$ cat src/rtl/bffa_pkg.sv
package bffa_pkg;

   // Operation codes carried on the request tuser.
   localparam logic [2:0] OP_ALLOC = 3'd0;
   localparam logic [2:0] OP_FREE  = 3'd1;
   localparam logic [2:0] OP_COUNT = 3'd2;
   localparam logic [2:0] OP_LOAD  = 3'd3;
   localparam logic [2:0] OP_READ  = 3'd4;

   // Status codes carried on the response tuser.
   localparam logic [1:0] ST_OK    = 2'd0;
   localparam logic [1:0] ST_FULL  = 2'd1;
   localparam logic [1:0] ST_RANGE = 2'd2;

   // Summary of one bitmap byte, produced by the shared byte unit.
   typedef struct packed {
      logic [3:0] popcnt;
      logic       has_zero;
      logic [2:0] zero_bit;
      logic [7:0] set_byte;
   } byte_info_type;

endpackage

$ cat src/rtl/bffa_ram.sv
module bffa_ram #(
   parameter int WIDTH  = 8,
   parameter int DEPTH  = 128,
   parameter int ADDR_W = (DEPTH > 1) ? $clog2(DEPTH) : 1
) (
   input  logic              clock,
   input  logic              wr_en,
   input  logic [ADDR_W-1:0] wr_addr,
   input  logic [WIDTH-1:0]  wr_data,
   input  logic [ADDR_W-1:0] rd_addr,
   output logic [WIDTH-1:0]  rd_data
);

   logic [WIDTH-1:0] mem_ff [DEPTH];
   logic [WIDTH-1:0] rd_data_ff;

   always_ff @(posedge clock) begin
      if (wr_en) begin
         mem_ff[wr_addr] <= wr_data;
      end
      rd_data_ff <= mem_ff[rd_addr];
   end

   assign rd_data = rd_data_ff;

endmodule

$ cat src/rtl/bffa_byte_unit.sv
module bffa_byte_unit
   import bffa_pkg::*;
(
   input  logic [7:0]    data_in,
   output byte_info_type info
);

   // Population count, and the first clear bit counted from the MSB.
   always_comb begin
      info.popcnt   = 4'd0;
      info.zero_bit = 3'd0;
      info.has_zero = ~(&data_in);
      for (int k = 7; k >= 0; k--) begin
         if (!data_in[7-k]) begin
            info.zero_bit = 3'(k);
         end
         info.popcnt = info.popcnt + {3'b000, data_in[k]};
      end
      info.set_byte = data_in | (8'h80 >> info.zero_bit);
   end

endmodule

$ cat src/rtl/bitmap_first_free_allocator.sv
// First-fit allocator over a bitmap of MAP_BYTES bytes held in a single RAM.
// Position 1 is the most significant bit of byte 0.
//
// Requests arrive as stream transactions: req_tuser carries the operation
// (allocate, free, count, load byte, read byte) and req_tdata the position,
// byte index and byte value. Every request yields exactly one response
// transaction; rsp_tuser carries the status, rsp_tdata the results.
//
// Allocate and count walk the first span = min(map_bytes, MAP_BYTES) bytes
// through one shared byte unit, one byte per cycle, with the RAM read port
// streaming one address ahead; allocate stops at the first byte with a clear
// bit. One request is worked on at a time, and req_tready is low while
// it is.
//
// The finished response sits in an output register, so the next request is
// taken while a response waits for rsp_tready; a second result then holds
// until the register drains. After reset the block clears the bitmap, one
// byte per cycle, with req_tready low; the CSR port stays usable during that
// pass. map_bytes resets to 128.
module bitmap_first_free_allocator
   import bffa_pkg::*;
#(
   parameter int MAP_BYTES = 128
) (
   input  logic        clock,
   input  logic        reset,

   input  logic        req_tvalid,
   output logic        req_tready,
   // bit_position [10:0], byte_index [17:11], byte_value [25:18], zeros above.
   input  logic [31:0] req_tdata,
   // op [2:0].
   input  logic [2:0]  req_tuser,

   output logic        rsp_tvalid,
   input  logic        rsp_tready,
   // alloc_position [10:0], used_count [21:11], byte_out [29:22], zeros above.
   output logic [31:0] rsp_tdata,
   // status [1:0].
   output logic [1:0]  rsp_tuser,

   input  logic        csr_psel,
   input  logic        csr_penable,
   input  logic        csr_pwrite,
   input  logic [2:0]  csr_paddr,
   input  logic [31:0] csr_pwdata,
   output logic [31:0] csr_prdata,
   output logic        csr_pready
);

   localparam int ADDR_W = (MAP_BYTES > 1) ? $clog2(MAP_BYTES) : 1;
   localparam logic [12:0] MAP_BYTES_W = 13'(MAP_BYTES);
   localparam logic [ADDR_W-1:0] LAST_ADDR = ADDR_W'(MAP_BYTES - 1);

   typedef enum logic [2:0] {
      S_CLEAR,
      S_IDLE,
      S_SCAN,
      S_FREE_RD,
      S_READ_RD,
      S_DONE
   } state_type;

   state_type         state_ff, state_in;
   logic [2:0]        op_ff, op_in;
   logic [7:0]        mask_ff, mask_in;
   logic [ADDR_W-1:0] rmw_addr_ff, rmw_addr_in;
   logic [7:0]        scan_idx_ff, scan_idx_in;
   logic              rd_pend_ff, rd_pend_in;
   logic [7:0]        rd_idx_ff, rd_idx_in;
   logic [10:0]       acc_ff, acc_in;
   logic [10:0]       res_pos_ff, res_pos_in;
   logic [10:0]       res_cnt_ff, res_cnt_in;
   logic [7:0]        res_byte_ff, res_byte_in;
   logic [1:0]        res_st_ff, res_st_in;
   logic [ADDR_W-1:0] clr_addr_ff, clr_addr_in;
   logic              rsp_valid_ff, rsp_valid_in;
   logic [31:0]       rsp_data_ff, rsp_data_in;
   logic [1:0]        rsp_user_ff, rsp_user_in;
   logic [7:0]        map_bytes_ff, map_bytes_in;

   logic              ram_we;
   logic [ADDR_W-1:0] ram_waddr;
   logic [7:0]        ram_wdata;
   logic [ADDR_W-1:0] ram_raddr;
   logic [7:0]        ram_rdata;
   byte_info_type     info;

   // Request fields.
   logic [2:0]  in_op;
   logic [10:0] in_pos;
   logic [6:0]  in_idx;
   logic [7:0]  in_val;

   logic [7:0]  span;
   logic [10:0] span_bits;
   logic [10:0] pos_m1;
   logic        idx_ok;
   logic        scan_issue;
   logic        csr_wr;

   assign in_op  = req_tuser;
   assign in_pos = req_tdata[10:0];
   assign in_idx = req_tdata[17:11];
   assign in_val = req_tdata[25:18];

   // The searched span never exceeds the store, and never exceeds 255 bytes.
   assign span       = (13'(map_bytes_ff) > MAP_BYTES_W) ? 8'(MAP_BYTES_W) : map_bytes_ff;
   assign span_bits  = {span, 3'b000};
   assign pos_m1     = in_pos - 11'd1;
   assign idx_ok     = 13'(in_idx) < MAP_BYTES_W;
   assign scan_issue = scan_idx_ff < span;

   assign csr_wr     = csr_psel && csr_penable && csr_pwrite && csr_pready;
   assign csr_pready = 1'b1;
   assign csr_prdata = csr_paddr[2] ? 32'd0 : {24'd0, map_bytes_ff};

   bffa_ram #(
      .WIDTH (8),
      .DEPTH (MAP_BYTES)
   ) u_ram (
      .clock   (clock),
      .wr_en   (ram_we),
      .wr_addr (ram_waddr),
      .wr_data (ram_wdata),
      .rd_addr (ram_raddr),
      .rd_data (ram_rdata)
   );

   bffa_byte_unit u_byte_unit (
      .data_in (ram_rdata),
      .info    (info)
   );

   always_comb begin
      state_in     = state_ff;
      op_in        = op_ff;
      mask_in      = mask_ff;
      rmw_addr_in  = rmw_addr_ff;
      scan_idx_in  = scan_idx_ff;
      rd_pend_in   = rd_pend_ff;
      rd_idx_in    = rd_idx_ff;
      acc_in       = acc_ff;
      res_pos_in   = res_pos_ff;
      res_cnt_in   = res_cnt_ff;
      res_byte_in  = res_byte_ff;
      res_st_in    = res_st_ff;
      clr_addr_in  = clr_addr_ff;
      rsp_data_in  = rsp_data_ff;
      rsp_user_in  = rsp_user_ff;
      map_bytes_in = map_bytes_ff;
      ram_we       = 1'b0;
      ram_waddr    = '0;
      ram_wdata    = 8'd0;
      ram_raddr    = ADDR_W'(scan_idx_ff);

      // A taken response empties the output register unless refilled below.
      rsp_valid_in = rsp_valid_ff && !rsp_tready;

      if (csr_wr && !csr_paddr[2]) begin
         map_bytes_in = csr_pwdata[7:0];
      end

      unique case (state_ff)
         S_CLEAR: begin
            ram_we      = 1'b1;
            ram_waddr   = clr_addr_ff;
            clr_addr_in = clr_addr_ff + 1'b1;
            if (clr_addr_ff == LAST_ADDR) begin
               state_in = S_IDLE;
            end
         end

         S_IDLE: begin
            if (req_tvalid) begin
               op_in       = in_op;
               res_pos_in  = 11'd0;
               res_cnt_in  = 11'd0;
               res_byte_in = 8'd0;
               res_st_in   = ST_OK;
               state_in    = S_DONE;
               unique case (in_op)
                  OP_ALLOC, OP_COUNT: begin
                     scan_idx_in = 8'd0;
                     rd_pend_in  = 1'b0;
                     acc_in      = 11'd0;
                     state_in    = S_SCAN;
                  end
                  OP_FREE: begin
                     // Position zero is a no-op; past the span is a range error.
                     if (in_pos != 11'd0) begin
                        if (in_pos > span_bits) begin
                           res_st_in = ST_RANGE;
                        end else begin
                           ram_raddr   = ADDR_W'(pos_m1[10:3]);
                           rmw_addr_in = ADDR_W'(pos_m1[10:3]);
                           mask_in     = 8'h80 >> pos_m1[2:0];
                           state_in    = S_FREE_RD;
                        end
                     end
                  end
                  OP_LOAD: begin
                     if (idx_ok) begin
                        ram_we    = 1'b1;
                        ram_waddr = ADDR_W'(in_idx);
                        ram_wdata = in_val;
                     end else begin
                        res_st_in = ST_RANGE;
                     end
                  end
                  OP_READ: begin
                     if (idx_ok) begin
                        ram_raddr = ADDR_W'(in_idx);
                        state_in  = S_READ_RD;
                     end else begin
                        res_st_in = ST_RANGE;
                     end
                  end
                  default: begin
                     // Unknown operations answer with all fields zero.
                  end
               endcase
            end
         end

         S_SCAN: begin
            // The read port runs one byte ahead of the byte unit.
            rd_pend_in = scan_issue;
            rd_idx_in  = scan_idx_ff;
            if (scan_issue) begin
               scan_idx_in = scan_idx_ff + 8'd1;
            end
            priority if (rd_pend_ff) begin
               if (op_ff == OP_ALLOC) begin
                  if (info.has_zero) begin
                     ram_we     = 1'b1;
                     ram_waddr  = ADDR_W'(rd_idx_ff);
                     ram_wdata  = info.set_byte;
                     res_pos_in = {rd_idx_ff, info.zero_bit} + 11'd1;
                     rd_pend_in = 1'b0;
                     state_in   = S_DONE;
                  end
               end else begin
                  acc_in = acc_ff + 11'(info.popcnt);
               end
            end else if (!scan_issue) begin
               // Every byte of the span has been examined.
               if (op_ff == OP_ALLOC) begin
                  res_st_in = ST_FULL;
               end else begin
                  res_cnt_in = acc_ff;
               end
               state_in = S_DONE;
            end else begin
               // First cycle of the scan: only the read is in flight.
            end
         end

         S_FREE_RD: begin
            ram_we    = 1'b1;
            ram_waddr = rmw_addr_ff;
            ram_wdata = ram_rdata & ~mask_ff;
            state_in  = S_DONE;
         end

         S_READ_RD: begin
            res_byte_in = ram_rdata;
            state_in    = S_DONE;
         end

         S_DONE: begin
            if (!rsp_valid_ff || rsp_tready) begin
               rsp_valid_in = 1'b1;
               rsp_data_in  = {2'b00, res_byte_ff, res_cnt_ff, res_pos_ff};
               rsp_user_in  = res_st_ff;
               state_in     = S_IDLE;
            end
         end

         default: begin
            state_in = S_IDLE;
         end
      endcase
   end

   always_ff @(posedge clock) begin
      if (reset) begin
         state_ff     <= S_CLEAR;
         clr_addr_ff  <= '0;
         rd_pend_ff   <= 1'b0;
         rsp_valid_ff <= 1'b0;
         map_bytes_ff <= 8'd128;
      end else begin
         state_ff     <= state_in;
         clr_addr_ff  <= clr_addr_in;
         rd_pend_ff   <= rd_pend_in;
         rsp_valid_ff <= rsp_valid_in;
         map_bytes_ff <= map_bytes_in;
      end
      op_ff       <= op_in;
      mask_ff     <= mask_in;
      rmw_addr_ff <= rmw_addr_in;
      scan_idx_ff <= scan_idx_in;
      rd_idx_ff   <= rd_idx_in;
      acc_ff      <= acc_in;
      res_pos_ff  <= res_pos_in;
      res_cnt_ff  <= res_cnt_in;
      res_byte_ff <= res_byte_in;
      res_st_ff   <= res_st_in;
      rsp_data_ff <= rsp_data_in;
      rsp_user_ff <= rsp_user_in;
   end

   assign req_tready = (state_ff == S_IDLE);
   assign rsp_tvalid = rsp_valid_ff;
   assign rsp_tdata  = rsp_data_ff;
   assign rsp_tuser  = rsp_user_ff;

endmodule

$ cat config.mk
export PLATFORM = sky130hd
export DESIGN_NAME = bitmap_first_free_allocator
export DESIGN_NICKNAME = d
export VERILOG_FILES = /design/src/rtl/bffa_pkg.sv /design/src/rtl/bffa_ram.sv /design/src/rtl/bffa_byte_unit.sv /design/src/rtl/bitmap_first_free_allocator.sv
export SDC_FILE = /design/constraint.sdc
export NUM_CORES = 2
export LEC_CHECK = 0
export BUFFER_PORTS_ARGS = -buffer_cell sky130_fd_sc_hd__clkbuf_2
export CELL_PAD_IN_SITES_DETAIL_PLACEMENT = 1
export CELL_PAD_IN_SITES_GLOBAL_PLACEMENT = 1
export CORE_MARGIN = 2
export CORE_UTILIZATION = 30
export CTS_BUF_LIST = sky130_fd_sc_hd__clkbuf_8 sky130_fd_sc_hd__clkbuf_16
export DETAILED_ROUTE_END_ITERATION = 7
export PLACE_DENSITY = 0.56
export RECOVER_POWER = 25
export SLEW_MARGIN = 20
export SYNTH_ARGS = -nofsm -noshare
export SYNTH_HDL_FRONTEND = slang
export SYNTH_SLANG_ARGS = --single-unit
$ cat constraint.sdc
create_clock -name clock -period 8.4 [get_ports clock]
set_input_delay 1.26 -clock clock [delete_from_list [all_inputs] [get_ports clock]]
set_output_delay 1.26 -clock clock [all_outputs]
set_load 0.02 [all_outputs]
# After elaboration in Yosys (flattened, before gate mapping)
# Memories as Yosys holds them, arrays and structs flattened. A register that Yosys moved wholly into a read port is not among the register bits.
# Cells that the tools add are included.
# word_totals
inputBits,77
ramBits,1024
reg_bits,129
out_inout_bits,69
n_memories,1
word_cells,174
# memory_table
memory,words,width,rd,rd_clocked_by_memory_dff,write_ports,line,source
u_ram.mem_ff,128,8,1,1,1,bffa_ram.sv:14,logic [WIDTH-1:0] mem_ff [DEPTH];
# classes
bitwise,4
shifts,2
eq_ne,24
n_lt_le_gt_ge,3
addsub,12
n_reduce_logical,29
muxes,82
# ops
op,count
11-bit two-way mux,11
8-bit two-way mux,11
11-bit one-hot mux with 2 select lines,3
7-bit two-way mux,9
3-bit two-way mux,17
8-bit one-hot mux with 2 select lines,2
7-bit one-hot mux with 4 select lines,1
5-bit AND reduction,5
4-bit by 1-bit adder with 4-bit output,6
8-bit one-hot mux with 3 select lines,1
2-bit != test (second input constant),10
8-bit by 3-bit right shift with 8-bit output (first input constant),2
3-bit one-hot mux with 5 select lines,1
1-bit two-way mux,14
2-bit two-way mux,7
7-bit one-hot mux with 2 select lines,1
3-bit by 2-bit equality test with 1-bit output (second input constant),4
11-bit by 1-bit adder with 11-bit output (second input constant),1
11-bit by 4-bit adder with 11-bit output,1
11-bit > comparator,1
11-bit nonzero test,1
10-bit by 1-bit subtractor with 10-bit output (second input constant),1
3-bit equality test (second input constant),3
3-bit zero test,3
27 further kinds,40

# Depth between registers and ports, before layout
# depth
word_depth,14
ltp_mapped,20
mapped_depth_nobuf,16

# By module
# From an unflattened synthesis, not the netlist that was laid out.
# hier_totals
hier_cells,2216
hier_area_um2,46369.5
# modules_own_cells
mod,area_each_um2,cells_per_inst,instances
bffa_ram,39665.5,1635,1
bitmap_first_free_allocator,6363.6,534,1
bffa_byte_unit,340.3,47,1

# Worst setup path before layout
# Ideal clock, no wire load.
# synth_path
kind,reg2reg
from,reg state_ff[1]
to,"mem u_ram.mem_ff[0][0], data pin"
arrival_time_ns,7.149
setup_ns,1.197
path_stages_with_launch,11
path_slack_ns,0.054
path_cell_list,dfxtp_1 > clkbuf_1 > or3b_2 > clkbuf_1 > inv_1 > nand2_1 > nor3_1 > clkbuf_1 > clkbuf_1 > a21oi_1 > o21ai_0
# synth_between
elab_chain_cells,2
word_cells_on_any_way,4
# synth_lines
element,line,source
start: declaration,bitmap_first_free_allocator.sv:64,"state_type state_ff, state_in;"
start signal: assignment,bitmap_first_free_allocator.sv:294,state_ff <= state_in;
3-bit by 2-bit equality test with 1-bit output or 3-bit by 1-bit equality test with 1-bit output (tied branches),bitmap_first_free_allocator.sv:164,unique case (state_ff)
8-bit one-hot mux with 3 select lines (*),bitmap_first_free_allocator.sv:164,
net ram_wdata[0],bitmap_first_free_allocator.sv:84,logic [7:0] ram_wdata;
end: declaration,bffa_ram.sv:14,
# Mark *: on every way through the listed nets, which the timed path passes. The rest lies on a longest branch.

# Worst setup path after layout
# layout_path
from,reg state_ff[2]
to,mem u_ram.mem_ff[110][3] (enable)
# layout_between
elab_chain_cells,5
word_cells_on_any_way,9
# layout_lines
element,line,source
3-bit by 2-bit equality test with 1-bit output or 3-bit zero test (tied branches),bitmap_first_free_allocator.sv:164,
2-bit OR reduction (no line),n/a,
1-bit one-hot mux with 3 select lines,bitmap_first_free_allocator.sv:164,
1-bit two-way mux,bffa_ram.sv:18,if (wr_en) begin
1-bit two-way mux (implied by the code),bffa_ram.sv:19,mem_ff[wr_addr] <= wr_data;
# Several ways; a longest one is shown, not always the timed one.

==> results.toml <==
[die]
die_w_um = 405
die_area_mm2 = 0.164
pin_count = 146
die_y_um = 405
coreArea_mm2 = 0.160
num_rows = 147
start_util_pct = 30.1

[synth]
synth_ff_type = "edfxtp_1"
synth_top_area_share_pct = 70.7
synth_edf_count = 1133
syn_avg_cell_area_um2 = 13.9
yosysUniqueCellTypes = 76
synth-seq-cells = 1161
syn_area_mm2 = 0.0481
synth.area.top_cells = "edfxtp_1 (71%), mux2i_1 (4.8%), a21oi_1 (3.4%)"
synthCells = 3463
async_flop_share_pct = 0
synth_top_cell_by_area = "edfxtp_1"
yosysWarningCount = 0
ys_seq_area_share_pct = 71.8

[sta]
drv_slew = 157
clock_skew_ns = 0.0288
worst_slew_pin_slew_ns = 2.55
slew_headroom_pct = -70.1
hold_viol_final = 0
min_period_over_period_pct = 80.0
fmax_mhz = 149
finalWorstPathRequiredPeriod_ns = 6.72
setup_tns_ns = 0
rsz0062_at_grt = "false"
finalSetupViolations = 0

[global_routing]
grt_pass1_vias = 30500
antenna_found_initial = 7
grt_pass1_wl_mm = 209
grt_max_degree = 120
grt-ovfl-total = 0
grt_usage_pct = 17.1

[critical_path]
required_ns = 8.76
crit_chain = "clkbuf_1 -> or3b_1 -> inv_1 -> nand2_1 -> nor3_1 -> clkbuf_1 -> nand2_1 -> nand2_1 -> a21oi_1 -> nand2_1 -> nor2_1"
crit_fanout = 33
worstSetupPathType = "flip-flop to flip-flop"
crit_path_max_incr_delay_ns = 1.07
reg2regPathDepth = 11
slowest_stage = "or3b_1"
worstSetupStartpointType = "flip-flop"
cpMostUsedCell = "nand2_1"
end_kind = "flip-flop"
worstPathArrival_ns = 7.08

[outcome]
outcome = "finished with violations"
failed_checks = "capacitance limit, slew limit"

[clock_tree]
cts-buffers-inserted = 120
clock_latency_ns = 0.75
ctsHtreeMaxLevel = 3
hold_buffers = 0
clkSinkCount = 1161
postCtsSetupRepairBufs = 0
root_buffer = "clkbuf_16"
cts_tree = "yes"
clk_pin_slew_ns = 0.06
clock_path_buffers = 3
cts_resized = 0

[placement]
place_inst = 5462
port_buffers = 86
dp_hpwl_mm = 84.1
gp_congestion = 0.795

[detailed_routing]
vias = 30000
routed_wl_mm = 142
ant_nets = 0
avgViaCountPerCell = 5.28
drc = 0
drt_first_pass_iters = 7
drt-wirelength-per-cell_um = 25.0
drt_iter0_markers = 2460

[layout]
fillers = 16700
final_cells = 5686
syn_to_final_growth_pct = 13.4
final_util_pct = 34.1
drive_gt1_share_pct = 8.45
fin_nets = 3612

[power_and_ir_drop]
power.density_mw_per_mm2 = 216
p_leak_nw = 15.4
ir_drop_uv = 170

[job]
cap_viol_max_count = 4

[hold_path]
hold_depth = 0
min_path_type = "flip-flop to flip-flop"
-- logic make-up (layout without fill, tap and decap cells) --
family	count (synthesis)	in the layout	share of synthesized area [%]
simple gates	810	810	8.29
buf+inv	298	409	2.97
xor+xnor	30	30	0.546
other cells	2	28	0.0156
compound gates	893	893	10.5
mux	233	233	4.84
flops	1161	1161	71.8
fa+ha+maj	36	36	1.01
-- routing by layer --
metal	global-route usage, %	part of all wire (%)
met4	5.00	2.4
met2	27.6	47
met5	0	0.016
met1	24.1	46
met3	2.05	4.8
-- layout make-up --
class / count / area [um^2] / share of cell area, %
timing repair buffer: 158 / 1040 / 1.91
tap: 2086 / 2610 / 4.78
clock inverter: 102 / 865 / 1.58
sequential: 1161 / 34600 / 63.3
antenna: 1 / 2.50 / 0.00458
inverter: 29 / 110 / 0.202
clock buffer: 120 / 3000 / 5.50
multi-input combinational: 2029 / 12400 / 22.7
-- final timing paths --
check	start	end	slack (ns)
worst max-delay path	state_ff[2]$_SDFFE_PP0P_	u_ram.mem_ff[110][3]$_DFFE_PP_	1.68
worst min register to register	res_pos_ff[9]$_SDFFCE_PN0P_	rsp_tdata[9]$_DFFE_PP_	0.41
worst min-delay path	res_pos_ff[9]$_SDFFCE_PN0P_	rsp_tdata[9]$_DFFE_PP_	0.41
worst max register to register	state_ff[2]$_SDFFE_PP0P_	u_ram.mem_ff[110][3]$_DFFE_PP_	1.68
-- stage by stage --
step	area [um^2]	hold WS, ns	power [W]	setup WS, ns
2_1_floorplan	48200	0.400	0.00654	0.0543
3_3_place_gp	50800	0.403	0.00662	1.81
3_5_place_dp	50900	0.406	0.00663	1.80
4_1_cts	54700	0.397	0.0119	2.25
5_1_grt	54600	0.426	0.0121	1.11
6_report	54600	0.406	0.0118	1.68
-- report_power, final --
group | switching [W] | total (W) | internal, W
sequential | 0.0000154 | 0.00629 | 0.00628
clock | 0.00231 | 0.00528 | 0.00297
combinational | 0.000147 | 0.000210 | 0.0000631
-- cells in the mapped netlist, types with 5 or more instances --
master    count
buf_2        19
and2_1       17
and3_1       22
nor4_1       68
nand3_1     301
ha_1         31
o21a_1       16
mux2i_1     233
nor2_1      207
xor2_1       18
o41ai_1      23
clkbuf_1    177
a31oi_1      17
or3_1        40
o21ai_0     323
nand4_1       6
a221oi_1      9
nand2_1      91
inv_1        27
a22oi_1      20
a222oi_1      5
buf_4        36
xnor2_1      12
edfxtp_1   1133
nor2b_1      16
buf_6        14
a32oi_1      10
dfxtp_1      28
a21oi_1     323
o221ai_1      8
o22ai_1     102
buf_1        20
nor3_1       16
fa_1          5
-- registers in the layout, indices dropped and copies added (netlist names) --
register,cells
u_ram.mem_ff,1024
rsp_tdata,30
acc_ff,11
res_cnt_ff,11
res_pos_ff,11
map_bytes_ff,8
mask_ff,8
rd_idx_ff,8
res_byte_ff,8
scan_idx_ff,8
u_ram.rd_data,8
clr_addr_ff,7
rmw_addr_ff,7
op_ff,3
state_ff,3
res_st_ff,2
rsp_tuser,2
rd_pend_ff,1
rsp_tvalid,1
-- critical path, delay by kind of cell (launching register included) --
kind            cells  cell delay, ns
compound gates      1            0.90
buf+inv             3            1.84
simple gates        7            3.24
flops               1            0.31
-- layout by cell type (no fill, tap or decap), drive strengths merged, types with 17 or more instances in the layout --
cell type	count
a21oi	324
a22oi	20
a31oi	17
and2	18
and3	22
buf	63
clkbuf	215
clkinv	59
conb	27
dfxtp	28
edfxtp	1133
ha	31
inv	53
mux2i	233
nand2	91
nand3	301
nor2	208
nor3	17
nor4	68
o21ai	328
o22ai	102
o41ai	23
or3	40
xor2	18
Power figures use the tool's default switching activity.
